**config.mk**
```make
export PLATFORM = sky130hd
export DESIGN_NAME = rgb_fade_and_ramp_controller_core_flat
export DESIGN_NICKNAME = d
export VERILOG_FILES = /design/src/rtl/rfrc_pkg.sv /design/src/rtl/rfrc_req_if.sv /design/src/rtl/rfrc_rsp_if.sv /design/src/rtl/rfrc_cfg_if.sv /design/src/rtl/rfrc_lane.sv /design/src/rtl/rfrc_seq.sv /design/src/rtl/rfrc_merge.sv /design/src/rtl/rgb_fade_and_ramp_controller_core.sv /design/src/flat_wrapper.sv
export SDC_FILE = /design/constraint.sdc
export NUM_CORES = 2
export LEC_CHECK = 0
export BUFFER_PORTS_ARGS = -buffer_cell sky130_fd_sc_hd__buf_2
export CORE_MARGIN = 10
export CORE_UTILIZATION = 51
export DETAILED_ROUTE_END_ITERATION = 6
export PLACE_DENSITY = 0.78
export SLEW_MARGIN = 10
export SYNTH_ARGS = -nofsm -noshare
export SYNTH_HDL_FRONTEND = slang
export SYNTH_SLANG_ARGS = --single-unit
```
**constraint.sdc**
```tcl
create_clock -name clk -period 17.75 [get_ports clk]
set_clock_uncertainty 0.2 [all_clocks]
set_input_delay 3.55 -clock clk [delete_from_list [all_inputs] [get_ports clk]]
set_output_delay 3.55 -clock clk [all_outputs]
set_load 0.05 [all_outputs]
```
**src/rtl/rfrc_pkg.sv**
```systemverilog
// ----------------------------------------------------------------------------
// RGB fade and ramp controller package
// Opcodes, register indexes, mode codes, lane control and result types.
// ----------------------------------------------------------------------------
`default_nettype none

package rfrc_pkg;

  localparam logic [1:0] OP_TICK = 2'd0;
  localparam logic [1:0] OP_ON   = 2'd1;
  localparam logic [1:0] OP_OFF  = 2'd2;
  localparam logic [1:0] OP_FADE = 2'd3;

  localparam logic REG_BRIGHTNESS = 1'b0;
  localparam logic REG_INTERVAL   = 1'b1;

  localparam logic [1:0] MODE_IDLE = 2'd0;
  localparam logic [1:0] MODE_ON   = 2'd1;
  localparam logic [1:0] MODE_OFF  = 2'd2;
  localparam logic [1:0] MODE_FADE = 2'd3;

  // floor(x / 100) == (x * 5243) >> 19 for x below 32768
  localparam logic [19:0] SCALE_RECIP = 20'd5243;
  localparam logic [19:0] FULL_FACTOR = 20'd524300;
  localparam logic [27:0] SCALE_BIAS  = 28'd262150;
  localparam int unsigned SCALE_SHIFT = 19;

  localparam logic [6:0] BRIGHT_RESET   = 7'd100;
  localparam logic [9:0] INTERVAL_RESET = 10'd3;

  typedef enum logic [3:0] {
    LN_HOLD       = 4'd0,
    LN_RAMP_START = 4'd1,
    LN_RAMP       = 4'd2,
    LN_BLANK      = 4'd3,
    LN_FADE_START = 4'd4,
    LN_FADE_STEP  = 4'd5,
    LN_FADE_END   = 4'd6,
    LN_REFRESH    = 4'd7
  } lane_op_t;

  typedef struct packed {
    lane_op_t    op;
    logic [19:0] factor;
    logic [7:0]  pct;
    logic [19:0] bright_factor;
  } lane_ctrl_t;

  typedef struct packed {
    logic [7:0] duty_red;
    logic [7:0] duty_green;
    logic [7:0] duty_blue;
    logic       power_on;
    logic [1:0] mode;
  } result_t;

  function automatic logic [19:0] pct_factor(input logic [6:0] p);
    return {13'd0, p} * SCALE_RECIP;
  endfunction

endpackage

`default_nettype wire

```
**src/rtl/rfrc_req_if.sv**
```systemverilog
// ----------------------------------------------------------------------------
// Request channel
// Opcode and fade target color, valid/ready handshake.
// ----------------------------------------------------------------------------
`default_nettype none

interface rfrc_req_if;
  logic       valid;
  logic       ready;
  logic [1:0] opcode;
  logic [7:0] target_red;
  logic [7:0] target_green;
  logic [7:0] target_blue;

  modport source (output valid, opcode, target_red, target_green, target_blue,
                  input ready);
  modport sink (input valid, opcode, target_red, target_green, target_blue,
                output ready);
endinterface

`default_nettype wire

```
**src/rtl/rfrc_rsp_if.sv**
```systemverilog
// ----------------------------------------------------------------------------
// Result channel
// PWM duties, power flag and mode, valid/ready handshake.
// ----------------------------------------------------------------------------
`default_nettype none

interface rfrc_rsp_if;
  logic       valid;
  logic       ready;
  logic [7:0] duty_red;
  logic [7:0] duty_green;
  logic [7:0] duty_blue;
  logic       power_on;
  logic [1:0] mode;

  modport source (output valid, duty_red, duty_green, duty_blue, power_on, mode,
                  input ready);
  modport sink (input valid, duty_red, duty_green, duty_blue, power_on, mode,
                output ready);
endinterface

`default_nettype wire

```
**src/rtl/rfrc_cfg_if.sv**
```systemverilog
// ----------------------------------------------------------------------------
// Configuration write channel
// Register index and write data, valid/ready handshake.
// ----------------------------------------------------------------------------
`default_nettype none

interface rfrc_cfg_if;
  logic       valid;
  logic       ready;
  logic       index;
  logic [9:0] data;

  modport source (output valid, index, data, input ready);
  modport sink (input valid, index, data, output ready);
endinterface

`default_nettype wire

```
**src/rtl/rfrc_lane.sv**
```systemverilog
// ----------------------------------------------------------------------------
// Color lane
// Per-channel color state, one scaling multiplier, fade step and duty hold.
// ----------------------------------------------------------------------------
`default_nettype none

module rfrc_lane import rfrc_pkg::*; (
  input  logic       clk,
  input  logic       rst,
  input  lane_ctrl_t ctrl,
  input  logic [7:0] target,
  output logic [7:0] duty_next
);

  logic [7:0] ramp_color;
  logic [7:0] start_color;
  logic       delta_neg;
  logic [7:0] delta_mag;
  logic [7:0] stored_color;
  logic [7:0] fade_target;
  logic [7:0] scaled_stored;
  logic [7:0] duty_hold;

  logic [7:0]  mul_a;
  logic [19:0] mul_b;
  logic [27:0] prod;
  logic [27:0] scl_sum;
  logic [8:0]  scl_quo;
  logic [7:0]  scl;
  logic [15:0] div_sum;
  logic [8:0]  new_delta;
  logic        new_neg;
  logic [7:0]  new_mag;
  logic        sel_neg;
  logic [7:0]  sel_start;
  logic [7:0]  sel_q;
  logic [9:0]  fade_sum;
  logic [7:0]  fade_val;

  always_comb begin
    case (ctrl.op)
      LN_RAMP_START: begin
        mul_a = scaled_stored;
        mul_b = ctrl.factor;
      end
      LN_RAMP: begin
        mul_a = ramp_color;
        mul_b = ctrl.factor;
      end
      LN_FADE_START: begin
        mul_a = target;
        mul_b = ctrl.bright_factor;
      end
      LN_FADE_STEP: begin
        mul_a = delta_mag;
        mul_b = {12'd0, ctrl.pct};
      end
      LN_FADE_END: begin
        mul_a = fade_target;
        mul_b = ctrl.bright_factor;
      end
      LN_REFRESH: begin
        mul_a = stored_color;
        mul_b = ctrl.bright_factor;
      end
      default: begin
        mul_a = '0;
        mul_b = '0;
      end
    endcase
  end

  assign prod    = {20'd0, mul_a} * {8'd0, mul_b};
  assign scl_sum = prod + SCALE_BIAS;
  assign scl_quo = scl_sum[SCALE_SHIFT +: 9];
  assign scl     = scl_quo[8] ? 8'hFF : scl_quo[7:0];

  // floor(y / 255) for y up to 255 * 255
  assign div_sum = prod[15:0] + 16'd1 + {8'd0, prod[15:8]};

  assign new_delta = {1'b0, scaled_stored} - {1'b0, scl};
  assign new_neg   = new_delta[8];
  assign new_mag   = new_neg ? 8'(-new_delta) : new_delta[7:0];

  always_comb begin
    if (ctrl.op == LN_FADE_START) begin
      sel_neg   = new_neg;
      sel_start = scaled_stored;
      sel_q     = {7'd0, &new_mag};
    end else begin
      sel_neg   = delta_neg;
      sel_start = start_color;
      sel_q     = div_sum[15:8];
    end
    fade_sum = sel_neg ? {2'b00, sel_start} + {2'b00, sel_q}
                       : {2'b00, sel_start} - {2'b00, sel_q};
    if (fade_sum[9]) begin
      fade_val = 8'd0;
    end else if (fade_sum[8]) begin
      fade_val = 8'hFF;
    end else begin
      fade_val = fade_sum[7:0];
    end
  end

  always_comb begin
    case (ctrl.op)
      LN_RAMP_START, LN_RAMP, LN_FADE_END: duty_next = scl;
      LN_BLANK:                            duty_next = 8'd0;
      LN_FADE_START, LN_FADE_STEP:         duty_next = fade_val;
      default:                             duty_next = duty_hold;
    endcase
  end

  always_ff @(posedge clk) begin
    if (rst) begin
      ramp_color    <= '0;
      start_color   <= '0;
      delta_neg     <= 1'b0;
      delta_mag     <= '0;
      stored_color  <= '0;
      fade_target   <= '0;
      scaled_stored <= '0;
      duty_hold     <= '0;
    end else begin
      duty_hold <= duty_next;
      case (ctrl.op)
        LN_RAMP_START: ramp_color <= scaled_stored;
        LN_FADE_START: begin
          fade_target <= target;
          start_color <= scaled_stored;
          delta_neg   <= new_neg;
          delta_mag   <= new_mag;
        end
        LN_FADE_END: begin
          stored_color  <= fade_target;
          scaled_stored <= scl;
        end
        LN_REFRESH: scaled_stored <= scl;
        default: ;
      endcase
    end
  end

endmodule

`default_nettype wire

```
**src/rtl/rfrc_seq.sv**
```systemverilog
// ----------------------------------------------------------------------------
// Ramp sequencer
// Mode, step percent, tick divider and configuration; drives the lanes.
// ----------------------------------------------------------------------------
`default_nettype none

module rfrc_seq import rfrc_pkg::*; (
  input  logic       clk,
  input  logic       rst,
  input  logic       accept,
  input  logic [1:0] opcode,
  input  logic       cfg_write,
  input  logic       cfg_index,
  input  logic [9:0] cfg_data,
  output lane_ctrl_t ctrl,
  output logic       power_next,
  output logic [1:0] mode_code,
  output logic       refresh
);

  typedef enum logic [3:0] {
    MD_IDLE = 4'b0001,
    MD_ON   = 4'b0010,
    MD_OFF  = 4'b0100,
    MD_FADE = 4'b1000
  } mode_t;

  mode_t       mode, mode_next, eff_mode;
  logic        power;
  logic [7:0]  step_pct, pct_next, eff_pct, pct_down;
  logic [19:0] step_factor, factor_next, eff_factor;
  logic [9:0]  tick_count, tick_next, tick_inc;
  logic [19:0] bright_factor;
  logic [9:0]  interval;
  logic        do_step;
  logic        start;

  assign tick_inc = (tick_count != '1) ? tick_count + 10'd1 : tick_count;
  assign pct_down = (eff_pct != 8'd0) ? eff_pct - 8'd1 : 8'd0;

  always_comb begin
    mode_next          = mode;
    power_next         = power;
    pct_next           = step_pct;
    factor_next        = step_factor;
    tick_next          = tick_count;
    do_step            = 1'b0;
    start              = 1'b0;
    eff_mode           = mode;
    eff_pct            = step_pct;
    eff_factor         = step_factor;
    ctrl.op            = refresh ? LN_REFRESH : LN_HOLD;
    ctrl.factor        = step_factor;
    ctrl.pct           = step_pct;
    ctrl.bright_factor = bright_factor;

    if (accept) begin
      case (opcode)
        OP_TICK: begin
          if (mode != MD_IDLE) begin
            if (tick_inc >= interval) begin
              tick_next = '0;
              do_step   = 1'b1;
            end else begin
              tick_next = tick_inc;
            end
          end
        end
        OP_ON: begin
          tick_next  = '0;
          do_step    = 1'b1;
          start      = 1'b1;
          eff_mode   = MD_ON;
          eff_pct    = 8'd1;
          eff_factor = SCALE_RECIP;
        end
        OP_OFF: begin
          tick_next  = '0;
          do_step    = 1'b1;
          start      = 1'b1;
          eff_mode   = MD_OFF;
          eff_pct    = 8'd100;
          eff_factor = FULL_FACTOR;
        end
        OP_FADE: begin
          tick_next = '0;
          do_step   = 1'b1;
          start     = 1'b1;
          eff_mode  = MD_FADE;
          eff_pct   = 8'd1;
        end
        default: ;
      endcase
    end

    if (do_step) begin
      ctrl.pct    = eff_pct;
      ctrl.factor = eff_factor;
      case (eff_mode)
        MD_ON: begin
          ctrl.op   = start ? LN_RAMP_START : LN_RAMP;
          mode_next = MD_ON;
          pct_next  = eff_pct;
          factor_next = eff_factor;
          if (eff_pct >= 8'd100) begin
            mode_next  = MD_IDLE;
            power_next = 1'b1;
          end else begin
            pct_next    = eff_pct + 8'd1;
            factor_next = eff_factor + SCALE_RECIP;
          end
        end
        MD_OFF: begin
          pct_next    = pct_down;
          factor_next = (eff_pct != 8'd0) ? eff_factor - SCALE_RECIP : eff_factor;
          if (pct_down == 8'd0) begin
            ctrl.op    = LN_BLANK;
            mode_next  = MD_IDLE;
            power_next = 1'b0;
          end else begin
            ctrl.op   = start ? LN_RAMP_START : LN_RAMP;
            mode_next = MD_OFF;
          end
        end
        MD_FADE: begin
          if (eff_pct != 8'hFF) begin
            ctrl.op   = start ? LN_FADE_START : LN_FADE_STEP;
            mode_next = MD_FADE;
            pct_next  = eff_pct + 8'd1;
          end else begin
            ctrl.op   = LN_FADE_END;
            mode_next = MD_IDLE;
            pct_next  = eff_pct;
          end
        end
        default: ;
      endcase
    end
  end

  always_comb begin
    case (mode_next)
      MD_ON:   mode_code = MODE_ON;
      MD_OFF:  mode_code = MODE_OFF;
      MD_FADE: mode_code = MODE_FADE;
      default: mode_code = MODE_IDLE;
    endcase
  end

  always_ff @(posedge clk) begin
    if (rst) begin
      mode          <= MD_IDLE;
      power         <= 1'b0;
      step_pct      <= 8'd1;
      step_factor   <= SCALE_RECIP;
      tick_count    <= '0;
      bright_factor <= pct_factor(BRIGHT_RESET);
      interval      <= INTERVAL_RESET;
      refresh       <= 1'b0;
    end else begin
      mode        <= mode_next;
      power       <= power_next;
      step_pct    <= pct_next;
      step_factor <= factor_next;
      tick_count  <= tick_next;
      refresh     <= cfg_write && (cfg_index == REG_BRIGHTNESS);
      if (cfg_write) begin
        case (cfg_index)
          REG_BRIGHTNESS: bright_factor <= pct_factor(cfg_data[6:0]);
          REG_INTERVAL:   interval      <= cfg_data;
          default: ;
        endcase
      end
    end
  end

endmodule

`default_nettype wire

```
**src/rtl/rfrc_merge.sv**
```systemverilog
// ----------------------------------------------------------------------------
// Result merge stage
// Joins lane duties with power and mode into an output register with skid.
// ----------------------------------------------------------------------------
`default_nettype none

module rfrc_merge import rfrc_pkg::*; (
  input  logic    clk,
  input  logic    rst,
  input  logic    push,
  input  result_t data,
  output logic    space,
  rfrc_rsp_if.source rsp
);

  logic    out_valid;
  result_t out_data;
  logic    skid_valid;
  result_t skid_data;

  assign space = !skid_valid;

  always_ff @(posedge clk) begin
    if (rst) begin
      out_valid  <= 1'b0;
      skid_valid <= 1'b0;
    end else if (!out_valid || rsp.ready) begin
      if (skid_valid) begin
        out_valid  <= 1'b1;
        skid_valid <= 1'b0;
      end else begin
        out_valid <= push;
      end
    end else if (push) begin
      skid_valid <= 1'b1;
    end
  end

  always_ff @(posedge clk) begin
    if (!out_valid || rsp.ready) begin
      out_data <= skid_valid ? skid_data : data;
    end else if (push) begin
      skid_data <= data;
    end
  end

  assign rsp.valid      = out_valid;
  assign rsp.duty_red   = out_data.duty_red;
  assign rsp.duty_green = out_data.duty_green;
  assign rsp.duty_blue  = out_data.duty_blue;
  assign rsp.power_on   = out_data.power_on;
  assign rsp.mode       = out_data.mode;

endmodule

`default_nettype wire

```
**src/rtl/rgb_fade_and_ramp_controller_core.sv**
```systemverilog
// ----------------------------------------------------------------------------
// RGB fade and ramp controller core
// Three color lanes under one ramp sequencer, results through a skid stage.
//
//   Port  Dir   Moves
//   req   sink  opcode, target_red/green/blue
//   rsp   src   duty_red/green/blue, power_on, mode
//   cfg   sink  index, data (0 brightness_percent, 1 step_interval)
//
// One request per cycle while req.ready is high; results leave through a register.
// Each lane path is one 8x20 scaling multiply plus a fixed /255 fold.
// A brightness write blocks req in the next cycle while the lanes rescale.
// rsp stall: one request still accepted into the skid slot, then req.ready drops.
// Synchronous reset restores brightness 100, interval 3, lamp dark and idle.
// ----------------------------------------------------------------------------
`default_nettype none

module rgb_fade_and_ramp_controller_core import rfrc_pkg::*; (
  input  logic clk,
  input  logic rst,
  rfrc_req_if.sink   req,
  rfrc_rsp_if.source rsp,
  rfrc_cfg_if.sink   cfg
);

  lane_ctrl_t ctrl;
  logic       accept;
  logic       space;
  logic       refresh;
  logic       power_next;
  logic [1:0] mode_code;
  logic [7:0] target [3];
  logic [7:0] duty   [3];
  result_t    result;

  assign req.ready = space && !refresh;
  assign accept    = req.valid && req.ready;
  assign cfg.ready = 1'b1;

  assign target[0] = req.target_red;
  assign target[1] = req.target_green;
  assign target[2] = req.target_blue;

  rfrc_seq u_seq (
    .clk        (clk),
    .rst        (rst),
    .accept     (accept),
    .opcode     (req.opcode),
    .cfg_write  (cfg.valid && cfg.ready),
    .cfg_index  (cfg.index),
    .cfg_data   (cfg.data),
    .ctrl       (ctrl),
    .power_next (power_next),
    .mode_code  (mode_code),
    .refresh    (refresh)
  );

  for (genvar c = 0; c < 3; c++) begin : g_lane
    rfrc_lane u_lane (
      .clk       (clk),
      .rst       (rst),
      .ctrl      (ctrl),
      .target    (target[c]),
      .duty_next (duty[c])
    );
  end

  assign result.duty_red   = duty[0];
  assign result.duty_green = duty[1];
  assign result.duty_blue  = duty[2];
  assign result.power_on   = power_next;
  assign result.mode       = mode_code;

  rfrc_merge u_merge (
    .clk   (clk),
    .rst   (rst),
    .push  (accept),
    .data  (result),
    .space (space),
    .rsp   (rsp)
  );

endmodule

`default_nettype wire

```
**src/flat_wrapper.sv**
```systemverilog
// flat-port wrapper written by rule: the top's interface ports become plain ports
module rgb_fade_and_ramp_controller_core_flat import rfrc_pkg::*;
  (clk, rst, req_valid, req_opcode, req_target_red, req_target_green, req_target_blue, req_ready, rsp_valid, rsp_duty_red, rsp_duty_green, rsp_duty_blue, rsp_power_on, rsp_mode, rsp_ready, cfg_valid, cfg_index, cfg_data, cfg_ready);
  rfrc_req_if req_i ();
  rfrc_rsp_if rsp_i ();
  rfrc_cfg_if cfg_i ();
  input  logic clk;
  input  logic rst;
  input wire logic [$bits(req_i.valid)-1:0] req_valid;
  input wire logic [$bits(req_i.opcode)-1:0] req_opcode;
  input wire logic [$bits(req_i.target_red)-1:0] req_target_red;
  input wire logic [$bits(req_i.target_green)-1:0] req_target_green;
  input wire logic [$bits(req_i.target_blue)-1:0] req_target_blue;
  output wire logic [$bits(req_i.ready)-1:0] req_ready;
  output wire logic [$bits(rsp_i.valid)-1:0] rsp_valid;
  output wire logic [$bits(rsp_i.duty_red)-1:0] rsp_duty_red;
  output wire logic [$bits(rsp_i.duty_green)-1:0] rsp_duty_green;
  output wire logic [$bits(rsp_i.duty_blue)-1:0] rsp_duty_blue;
  output wire logic [$bits(rsp_i.power_on)-1:0] rsp_power_on;
  output wire logic [$bits(rsp_i.mode)-1:0] rsp_mode;
  input wire logic [$bits(rsp_i.ready)-1:0] rsp_ready;
  input wire logic [$bits(cfg_i.valid)-1:0] cfg_valid;
  input wire logic [$bits(cfg_i.index)-1:0] cfg_index;
  input wire logic [$bits(cfg_i.data)-1:0] cfg_data;
  output wire logic [$bits(cfg_i.ready)-1:0] cfg_ready;
  assign req_i.valid = req_valid;
  assign req_i.opcode = req_opcode;
  assign req_i.target_red = req_target_red;
  assign req_i.target_green = req_target_green;
  assign req_i.target_blue = req_target_blue;
  assign req_ready = req_i.ready;
  assign rsp_valid = rsp_i.valid;
  assign rsp_duty_red = rsp_i.duty_red;
  assign rsp_duty_green = rsp_i.duty_green;
  assign rsp_duty_blue = rsp_i.duty_blue;
  assign rsp_power_on = rsp_i.power_on;
  assign rsp_mode = rsp_i.mode;
  assign rsp_i.ready = rsp_ready;
  assign cfg_i.valid = cfg_valid;
  assign cfg_i.index = cfg_index;
  assign cfg_i.data = cfg_data;
  assign cfg_ready = cfg_i.ready;
  rgb_fade_and_ramp_controller_core u_core (.clk(clk), .rst(rst), .req(req_i), .rsp(rsp_i), .cfg(cfg_i));
endmodule
```
==> flow_summary.ini <==
[logic_synthesis]
ys_warn_count = 0
synthesis.area_um2 = 36560
yosysSeqAreaShare_pct = 17.96
synth_ff_type = dfxtp_1
synth.area.top_cells = fa_1 (19%), dfxtp_1 (14%), ha_1 (11%), nor2_1 (6.3%), nand2_1 (5.8%)
synth_nets = 5257
netlist.area_leader.share_pct = 19.17
yosysUniqueCellTypes = 121
ys_seq_elements = 301
synth_edf_count = 54
syn_inst = 4550
yosys.area.top_type = fa_1
async_flop_share_pct = 0
avgSynthCellArea_um2 = 8.035

[placement]
place.port_buffers = 70
gp_congestion = 1.004
hpwl_um = 88990
dp_cells = 5762
placed_area_um2 = 40640
pre_cts_slack_ns = -0.5025

[pwr]
finalPower_mw = 1.907
p_comb_share_pct = 28.2
p_seq_share_pct = 39.0
pwr-share-clk_pct = 32.8
powerDensity_nw_per_um2 = 45.22
p_sw_share_pct = 33.32
p_leak_nw = 19.33
switchingPower_mw = 0.6352
internal_power_mw = 1.271
ir_drop_v = 0.00009960

[routing]
vias = 34618
totalWireLength_um = 112900
via_per_inst = 5.930
ant_nets = 0
drtPass1Iterations = 7
drtIter0Drc = 3583
wl_per_cell_um = 19.34
drcViolationCount = 5

[timing]
hold_slack_ns = 0.2573
final.period_utilization_pct = 96.59
max_freq_mhz = 58.33
period_needed_ns = 17.14
fin_setup_tns_ns = 0
finalSetupViolCount = 0
slew_viol_final = 0
hold_viol_final = 0
maxSlewHeadroom_pct = 11.32
fin_ws_ns = 0.6060
max_slew.worst_pin.slew_ns = 1.327

[setup_path]
crit_type = input port to flop
max_stage_delay_ns = 0.59
cpMostUsedCell = fa_1
path_max_fanout = 10
slowest_stage = or4bb_4
cp.arrival_ns = 17.30
cp.required_ns = 17.90
cp-start-kind = input port
end_kind = flop

[global_route]
grt_antenna_before_repair = 1
grt_pass1_vias = 33952
grt_usage_pct = 26.60
grt_max_degree = 109
grt_pass1_wl_um = 179700
overflow = 0

[cts]
root_buffer = clkbuf_16
clk_latency_ns = 0.60
clock-sinks = 301
cts.htree.levels = 1
tritoncts = done
cts_buffers = 28
clkTransAtPathRegs_ns = 0.07
cts.path.max_buffers = 3

[final_layout]
fill_cells = 6146
stdcell_count = 5838
nNetsFinal = 5573
diodes = 0
utilization_pct = 59.19
multi_input_area_um2 = 27610
drive_gt1_share_pct = 15.34
fin_area_um2 = 42160
area.growth.synth_to_final_pct = 15.34
seq_area_um2 = 6566

[floorplan]
initial_core_util_pct = 51.32
dieWidth_um = 287.7
die_area_um2 = 82790
dieHeight_um = 287.7
io_pins = 72
core_area_um2 = 71240
fp-row-count = 98

[status]
status = complete, but fails checks
violations = design-rule violations

[hold_path]
min_path_type = flop to flop

[run]
cap_violations = 0
==> metal layers <==
layer	share of wire, %	track usage [%]	vias up
li1	-	-	16054
met1	42	35.74	16679
met3	9.9	4.928	239
met4	3.5	8.738	0
met2	45	42.69	1646
met5	0	0	-
==> critical path: cells and delay by family <==
family | cells | cell delay (ns)
muxes | 2 | 0.58
adders and majority gates | 10 | 3.87
and+or+nand+nor | 14 | 3.63
xor gates and xnor gates | 4 | 0.72
AOI/OAI and AO/OA | 17 | 3.55
buffers and inverters | 11 | 1.41
==> cells by family after synthesis <==
group	Yosys count	synth area share (%)
AND/OR/NAND/NOR	1632	20.14
AO/OA/AOI/OAI	999	18.71
buffers and inverters	745	7.975
adder cells (fa/ha/maj)	665	29.95
flip-flops	301	17.96
XOR/XNOR	157	3.802
multiplexers	50	1.448
other	1	0.01026
==> layout by cell type (no fill, tap or decap), types with 29 or more instances in the layout <==
master    count
a211oi_1     56
a21o_1       66
a21oi_1     286
a31oi_1      30
and2_1       31
buf_2        69
buf_4       428
dfxtp_1     247
edfxtp_1     54
fa_1        350
ha_1        312
inv_1       510
mux2i_1      31
nand2_1     567
nand2b_1     47
nand3_1      67
nand4_1      31
nor2_1      607
nor2b_1      34
nor3_1       54
o21a_1       29
o21ai_0     136
xnor2_1      94
xor2_1       60
==> state kept, by name (all words and copies together) (netlist names), 10 cells and up <==
signal                              flops
u_core.u_seq.bright_factor             20
u_core.g_lane.u_lane.start_color       24
u_core.u_seq.tick_count                10
u_core.g_lane.u_lane.stored_color      24
u_core.g_lane.u_lane.scaled_stored     24
u_core.u_seq.step_factor               20
u_core.g_lane.u_lane.duty_hold         24
u_core.g_lane.u_lane.ramp_color        24
u_core.g_lane.u_lane.fade_target       24
u_core.u_seq.interval                  10
u_core.g_lane.u_lane.delta_mag         24
u_core.u_merge.skid_data               27
==> power by group through the flow <==
stage,clock [mW],combinational (mW),sequential (mW)
2_1_floorplan,0,0.331,0.768
3_3_place_gp,0,0.503,0.758
3_5_place_dp,0,0.514,0.758
4_1_cts,0.630,0.519,0.743
5_1_grt,0.654,0.588,0.745
6_report,0.625,0.538,0.744
==> cell type report <==
cell class,instances,share of cell area [%]
multi-input combinational,3504,65.49
sequential,301,15.57
timing repair buffer,519,9.359
inverter,512,4.558
tap,950,2.819
clock buffer,31,1.688
clock inverter,21,0.5104
==> synthesized netlist by cell type, types with 63 or more instances <==
| master | n |
|---|---|
| dfxtp_1 | 247 |
| ha_1 | 315 |
| o21ai_0 | 144 |
| inv_1 | 510 |
| nand2_1 | 569 |
| nor2_1 | 611 |
| xnor2_1 | 95 |
| a21o_1 | 67 |
| clkbuf_1 | 155 |
| nand3_1 | 69 |
| a211oi_1 | 63 |
| a21oi_1 | 295 |
| fa_1 | 350 |
==> path summary, 6_finish.rpt <==
| path | depth (start not counted) | end | startpoint | slack, ns |
|---|---|---|---|---|
| worst min-delay path | 2 | u_core.g_lane[2].u_lane.fade_target[7] | u_core.g_lane[2].u_lane.fade_target[7] | 0.26 |
| worst min register to register | 2 | u_core.g_lane[2].u_lane.fade_target[7] | u_core.g_lane[2].u_lane.fade_target[7] | 0.26 |
| worst max register to register | 62 | u_core.u_merge.rsp.duty_red[4] | u_core.u_seq.tick_count[0] | 2.42 |
| worst max-delay path | 58 | u_core.u_merge.rsp.duty_red[4] | req_opcode[0] | 0.61 |
==> timing repair <==
item,4_1_cts,5_1_grt
setup buffers,0,23
hold endpoints to repair,0,0
endpoints found under the setup margin,0,72
hold buffers,0,0
resized for setup,0,82
(Power assumes the default switching activity.)
